`src/sv/top_ten_score_table_assert.svh`:
```
// Assertion macros for the top-ten score table.
// Each macro samples on clk and is disabled while rst_n is low.
`ifndef TOP_TEN_SCORE_TABLE_ASSERT_SVH
`define TOP_TEN_SCORE_TABLE_ASSERT_SVH

`ifndef SYNTHESIS

`define TTS_ASSERT_ALWAYS(label, expr) \
    label: assert property (@(posedge clk) disable iff (!rst_n) (expr)) \
        else $error("top_ten_score_table: invariant violated");

`define TTS_ASSERT_IMP(label, ante, cons) \
    label: assert property (@(posedge clk) disable iff (!rst_n) (ante) |-> (cons)) \
        else $error("top_ten_score_table: implication violated");

`define TTS_ASSERT_NEXT(label, ante, cons) \
    label: assert property (@(posedge clk) disable iff (!rst_n) (ante) |=> (cons)) \
        else $error("top_ten_score_table: next-cycle check violated");

`else

`define TTS_ASSERT_ALWAYS(label, expr)
`define TTS_ASSERT_IMP(label, ante, cons)
`define TTS_ASSERT_NEXT(label, ante, cons)

`endif

`endif

```
`src/sv/tts_pkg.sv`:
```
`timescale 1ns / 1ps
package tts_pkg;

    localparam int DEPTH_DEFAULT    = 10;
    localparam int TAG_BITS_DEFAULT = 64;

    localparam int REQ_W       = 2;
    localparam int SCORE_W     = 8;
    localparam int IDX_W       = 4;
    localparam int STATUS_W    = 2;
    localparam int RANK_OUT_W  = 4;
    localparam int LAST_RANK_W = 5;
    localparam int CFG_INDEX_W = 1;

    localparam logic [63:0] EMPTY_TAG_RESET       = 64'h0000_0000_002D_2D2D;
    localparam logic [63:0] PLACEHOLDER_TAG_RESET = 64'h0;

    typedef enum logic [REQ_W-1:0] {
        REQ_SUBMIT = 2'd0,
        REQ_RENAME = 2'd1,
        REQ_READ   = 2'd2,
        REQ_CLEAR  = 2'd3
    } req_type_t;

    typedef enum logic [STATUS_W-1:0] {
        STATUS_DONE      = 2'd0,
        STATUS_LOW_SCORE = 2'd1,
        STATUS_BAD_INDEX = 2'd2
    } status_t;

    typedef enum logic [CFG_INDEX_W-1:0] {
        CFG_PLACEHOLDER_TAG = 1'b0,
        CFG_EMPTY_TAG       = 1'b1
    } cfg_index_t;

    typedef enum logic [1:0] {
        ST_IDLE = 2'b01,
        ST_READ = 2'b10
    } state_t;

    typedef struct packed {
        logic insert;
        logic rename;
        logic clear;
        logic rotate;
    } cell_ctl_t;

endpackage

```
`src/sv/tts_cell.sv`:
```
`timescale 1ns / 1ps
module tts_cell #(
    parameter int TAG_BITS = tts_pkg::TAG_BITS_DEFAULT,
    parameter int IDX      = 0
) (
    input  logic                        clk,
    input  logic                        rst_n,
    input  tts_pkg::cell_ctl_t          ctl,
    input  logic [tts_pkg::SCORE_W-1:0] new_score,
    input  logic [tts_pkg::IDX_W-1:0]   rank_index,
    input  logic [TAG_BITS-1:0]         data_tag,
    input  logic                        prev_gt,
    input  logic [tts_pkg::SCORE_W-1:0] prev_score,
    input  logic [TAG_BITS-1:0]         prev_tag,
    input  logic [tts_pkg::SCORE_W-1:0] next_score,
    input  logic [TAG_BITS-1:0]         next_tag,
    output logic [tts_pkg::SCORE_W-1:0] score,
    output logic [TAG_BITS-1:0]         tag,
    output logic                        gt,
    output logic                        pos
);
    import tts_pkg::*;

    logic [SCORE_W-1:0]  score_reg, score_next;
    logic [TAG_BITS-1:0] tag_reg, tag_next;

    assign gt    = new_score > score_reg;
    assign pos   = gt && !prev_gt;
    assign score = score_reg;
    assign tag   = tag_reg;

    always_comb
    begin
        score_next = score_reg;
        tag_next   = tag_reg;
        if (ctl.insert && gt)
        begin
            // shift down from above, or take the new entry at the insertion point
            if (prev_gt)
            begin
                score_next = prev_score;
                tag_next   = prev_tag;
            end
            else
            begin
                score_next = new_score;
                tag_next   = data_tag;
            end
        end
        else if (ctl.rename && (32'(rank_index) == IDX))
        begin
            tag_next = data_tag;
        end
        else if (ctl.clear)
        begin
            score_next = '0;
            tag_next   = data_tag;
        end
        else if (ctl.rotate)
        begin
            score_next = next_score;
            tag_next   = next_tag;
        end
    end

    always_ff @(posedge clk or negedge rst_n)
    begin
        if (!rst_n)
        begin
            score_reg <= '0;
            tag_reg   <= EMPTY_TAG_RESET[TAG_BITS-1:0];
        end
        else
        begin
            score_reg <= score_next;
            tag_reg   <= tag_next;
        end
    end

endmodule

```
`config.mk`:
```
export PLATFORM = sky130hd
export DESIGN_NAME = tts_cell
export DESIGN_NICKNAME = d
export VERILOG_FILES = /design/src/sv/top_ten_score_table_assert.svh /design/src/sv/tts_pkg.sv /design/src/sv/tts_cell.sv
export SDC_FILE = /design/constraint.sdc
export NUM_CORES = 1
export LEC_CHECK = 0
export BUFFER_PORTS_ARGS = -buffer_cell sky130_fd_sc_hd__buf_2
export CELL_PAD_IN_SITES_DETAIL_PLACEMENT = 1
export CELL_PAD_IN_SITES_GLOBAL_PLACEMENT = 1
export CORE_MARGIN = 2
export CORE_UTILIZATION = 37
export CTS_BUF_LIST = sky130_fd_sc_hd__clkbuf_4 sky130_fd_sc_hd__clkbuf_8
export CTS_CLUSTER_SIZE = 25
export DETAILED_ROUTE_END_ITERATION = 6
export PLACE_DENSITY_LB_ADDON = 0.1
export SLEW_MARGIN = 10
export SYNTH_ARGS = -nofsm -noshare
export SYNTH_HDL_FRONTEND = slang
export SYNTH_SLANG_ARGS = --single-unit
export TNS_END_PERCENT = 20
```
`constraint.sdc`:
```
create_clock -name clk -period 5.4 [get_ports clk]
set_input_delay 0.81 -clock clk [delete_from_list [all_inputs] [get_ports clk]]
set_output_delay 0.81 -clock clk [all_outputs]
set_load 0.005 [all_outputs]
```
; ---- Yosys cells after proc, flatten, opt, wreduce, memory -nomap -nowiden
; Cells that the tools add are included.
[classes]
order_cmp = 1
eq_ne = 1
muxes = 10
n_reduce_logical = 8
[ops]
columns = operator, count
row1 = two-way mux 64 bit, 5
row2 = two-way mux 8 bit, 5
row3 = greater-than comparator 8 bit, 1
row4 = logical NOT 4 bit, 1
row5 = nonzero test 4 bit, 1
row6 = logical AND 1 bit, 3
row7 = nonzero test 3 bit, 1
row8 = inequality test 2 bit (second input constant), 1
row9 = AND reduction 2 bit, 1
row10 = logical NOT 1 bit, 1
[word_totals]
regBits = 72
input_bits = 227
output_inout_bits = 74
wordCells = 22

; ---- Depth between registers and ports, before layout
[logic_depth]
word_depth = 4
ltp_mapped = 9
mapped_depth_nobuf = 7

; ---- Worst setup path after synthesis
; OpenSTA, ideal clock, no wires.
[synth_timing]
path_kind = input to output
from = in new_score[1] in the netlist's numbering
to = out pos
t_arrival_ps = 1770
required_ps = 4590
setup_slack_ps = 2820
cell_stages = 6
path_buffers = 0
path_cell_list = ha_1 > nor2b_1 > o211ai_1 > a21oi_1 > o21a_1 > nor2b_1
[synth_between]
elab_chain_cells = 2
[synth_lines]
columns = item, line
row1 = "start, declared", tts_cell.sv:9  ; input logic [tts_pkg::SCORE_W-1:0] new_score,
row2 = greater-than comparator 8 bit, tts_cell.sv:27  ; assign gt = new_score > score_reg;
row3 = named net gt, tts_cell.sv:19  ; output logic gt,
row4 = logical AND 1 bit, tts_cell.sv:28  ; assign pos = gt && !prev_gt;
row5 = "end, declared", tts_cell.sv:20  ; output logic pos
; The timed path passes the listed nets, and every way through them passes these cells.

; ---- Final worst setup path
[layout_timing]
from = in new_score[3] in the netlist's numbering
to = reg tag_reg[51], in the netlist tag[51]
[layout_between]
elab_chain_cells = 3
word_cells_on_any_way = 4
cone_classes = order compare (1) / mux (1) / reduce/logical (2)
[layout_lines]
columns = item, line
row1 = greater-than comparator 8 bit (*), tts_cell.sv:27
row2 = logical AND 1 bit (*), tts_cell.sv:36  ; if (ctl.insert && gt)
row3 = nonzero test 4 bit (no line) or two-way mux 64 bit (tied branches), n/a
row4 = "end signal, assigned", tts_cell.sv:71  ; tag_reg <= EMPTY_TAG_RESET[TAG_BITS-1:0];
row5 = "end signal, assigned", tts_cell.sv:76  ; tag_reg <= tag_next;
row6 = "end, declared", tts_cell.sv:25  ; logic [TAG_BITS-1:0] tag_reg, tag_next;
; Mark *: on every way between the ends. The rest lies on a longest branch, timed or not.
; A chain may end at the register's enable or synchronous reset.

==> run metrics <==
core area 13800 um^2; M2 GR Usage approximately 40%; slowest stage delay, CP approximately 0.64 ns; Routed WL per cell 18.9 um; clk_lat worst skew approximately 0.35 ns; GR Layer Usage met3 5.49%; hold buffer count at CTS 0; setup slack, reg-to-reg 2.50 ns; max reg flops 64; clk_skew about 0.010 ns; # IOs around 300; Netlist cell types 30; Worst path slowest cell a31oi_4; FF-to-FF End tag[51]; H-tree levels 3; most common cell after layout, fill and taps aside buf_2; Cell Area, Synth between 5000 and 6000 um^2; Residual DRC 0; Post-Layout Cell Count ~900; Max Cap Violations 0; worst-path maximum fanout 57; TNS Setup 0 ns; RSZ-0062 raised after global routing no; initial antenna violation count 3; Slew @ Worst Pin roughly 1.1 ns; Mapped Cells ~430; Tot GR Track Use about 22%; Post-Syn Nets 660; drt pass-1 iters 4; vias per cell 5.11; Root Buffer clkbuf_8; Placed Cells ~900; CTS tree done; crit path kind in2reg; clock sinks between 70 and 80; Initial Util 37.9%; Syn Area/Cell between 10 and 15 um^2; total power roughly 1.8 mW; share of layout cells above drive strength 1 55.9%; area occupied by multi-input gates 3140 um^2; Overflow after GRT 0; synthesized flop and latch total 72; Setup WS post-layout between 2 and 2.5 ns; Lkg Pwr 3.92 nW; die area roughly 15000 um^2; CTS Buffer Depth 2; PwrDens roughly 260 nW/um^2; CTS clock-pin slew for the worst setup and hold paths 0.07 ns; Min-Delay Path Class in2async; row count 43; commonest cells after routing, fill and taps aside buf_2 (298), mux2i_1 (208), mux2_2 (64); min Tclk post-route approximately 3.0 ns; largest net degree at the start of global routing 73; first-pass GRT wire length roughly 25000 um; register area around 1800 um^2; Hold Worst Slack between 0.5 and 0.6 ns; number of DRC markers in iteration 0 around 140; Final #Nets about 950; R2R cell count 8; IO buf count 300; cts repair resizes 0; CTS Buf Count 9; relative slew slack about a quarter; Die W 123 um; critical path capture point type flop; Final Cycle Share between 50% and 60%; Die Y 123 um; CP Data Required Time between 5 and 6 ns; number of global-route vias before repair between 4k and 5k; fmax about 0.33 GHz; VDD IR max just under 0.1 mV; Hold Fails Final Rpt 0; Place WS ~2.0 ns; via count approximately 4.6k; Synth warnings 0; critical path cell sequence buf_2 -> ha_1 -> nand4_1 -> or2_1 -> and3_1 -> a31oi_4 -> buf_12 -> mux2i_1; M1 GR Usage 24.0%; post-synthesis sequential area ratio between 30% and 40%; GP Congestion 0.794; Final ANT Viol Nets 0; gr busiest metal met2; final setup fails 0; reg-to-reg startpoint score[3]; CP startpoint kind primary input; max-slew violations 0; Filler cells roughly 1.6k; status finished, final reports clean; setup bufs post-CTS 0; Critical Path AT 3.26 ns; total wire length about 17000 um; Post-DP HPWL about 13000 um; Area growth syn-to-layout 33.1%
## through the flow
stage | utilization, % | instance area (um^2)
after CTS | 50.4 | 6970
after floorplan | - | 5240
final | 50.4 | 6970
after global routing | 50.4 | 6970
after detailed placement | 49.1 | 6790
after global placement | 49.1 | 6790
## kinds of logic (layout without fill, tap and decap cells)
family,Yosys count,after routing,synth area share [%]
AO/OA/AOI/OAI,20,20,2.60
adder cells (fa/ha/maj),8,8,1.91
buffers and inverters,40,331,5.66
flip-flops,72,72,34.7
multiplexers,272,272,53.5
other,0,2,0
AND/OR/NAND/NOR,13,13,1.62
## metal layers
| metal | routed length, um | up-vias |
|---|---|---|
| li1 | - | 2157 |
| met1 | 6440 | 2217 |
| met2 | 8730 | 180 |
| met3 | 1390 | 28 |
| met4 | 376 | 4 |
| met5 | 16 | - |
## where the power goes
part | internal, mW | total [mW] | switching [mW]
registers | 0.663 | 0.728 | 0.0651
logic | 0.359 | 0.663 | 0.305
clock network | 0.205 | 0.411 | 0.205
total | 1.23 | 1.80 | 0.575
## synth_stat cells (all sizes together)
cell      n  area (um^2)
mux2i   208         2080
mux2     64          721
dfrtp    60         1500
buf      22          229
dfstp    12          315
inv      10         37.5
clkbuf    8         30.0
ha        8          100
a31oi     5         31.3
o21a      5         37.5
a21oi     3         15.0
a22oi     3         22.5
nor2b     3         18.8
nand4     2         12.5
nor2      2         15.0
or2       2         12.5
a32oi     1         8.76
a41oi     1         8.76
and2      1         6.26
and3      1         6.26
nor3b     1         7.51
nor4      1         6.26
o211ai    1         7.51
o21ai     1         5.00
## worst max-delay path by stage
| stage | start | to | depth (start not counted) |
|---|---|---|---|
| after CTS | new_score[3] | tag[7] | 8 |
| final | new_score[3] | tag[51] | 8 |
| after floorplan | new_score[1] | pos | 6 |
| after global routing | new_score[3] | tag[16] | 8 |
| after detailed placement | new_score[3] | tag[7] | 8 |
| after global placement | new_score[3] | tag[21] | 8 |
## cell type report
cell class              instances  share of cell area (%)
multi-input cells             313                    45.0
flip-flops and latches         72                    26.1
repair buffers                305                    22.5
well taps                     180                    3.23
clock buffers                  15                    2.51
inverters                      10                   0.538
clock inverters                 1                  0.0718
diodes                          2                  0.0718
## critical path: cells and delay by family
family / cells / cell delay, ns
mux: 1 / 0.26
simple gates: 3 / 0.62
fa+ha+maj: 1 / 0.32
buf+inv: 2 / 0.52
compound gates: 1 / 0.64
No activity file was read; power rests on OpenSTA's default activity.
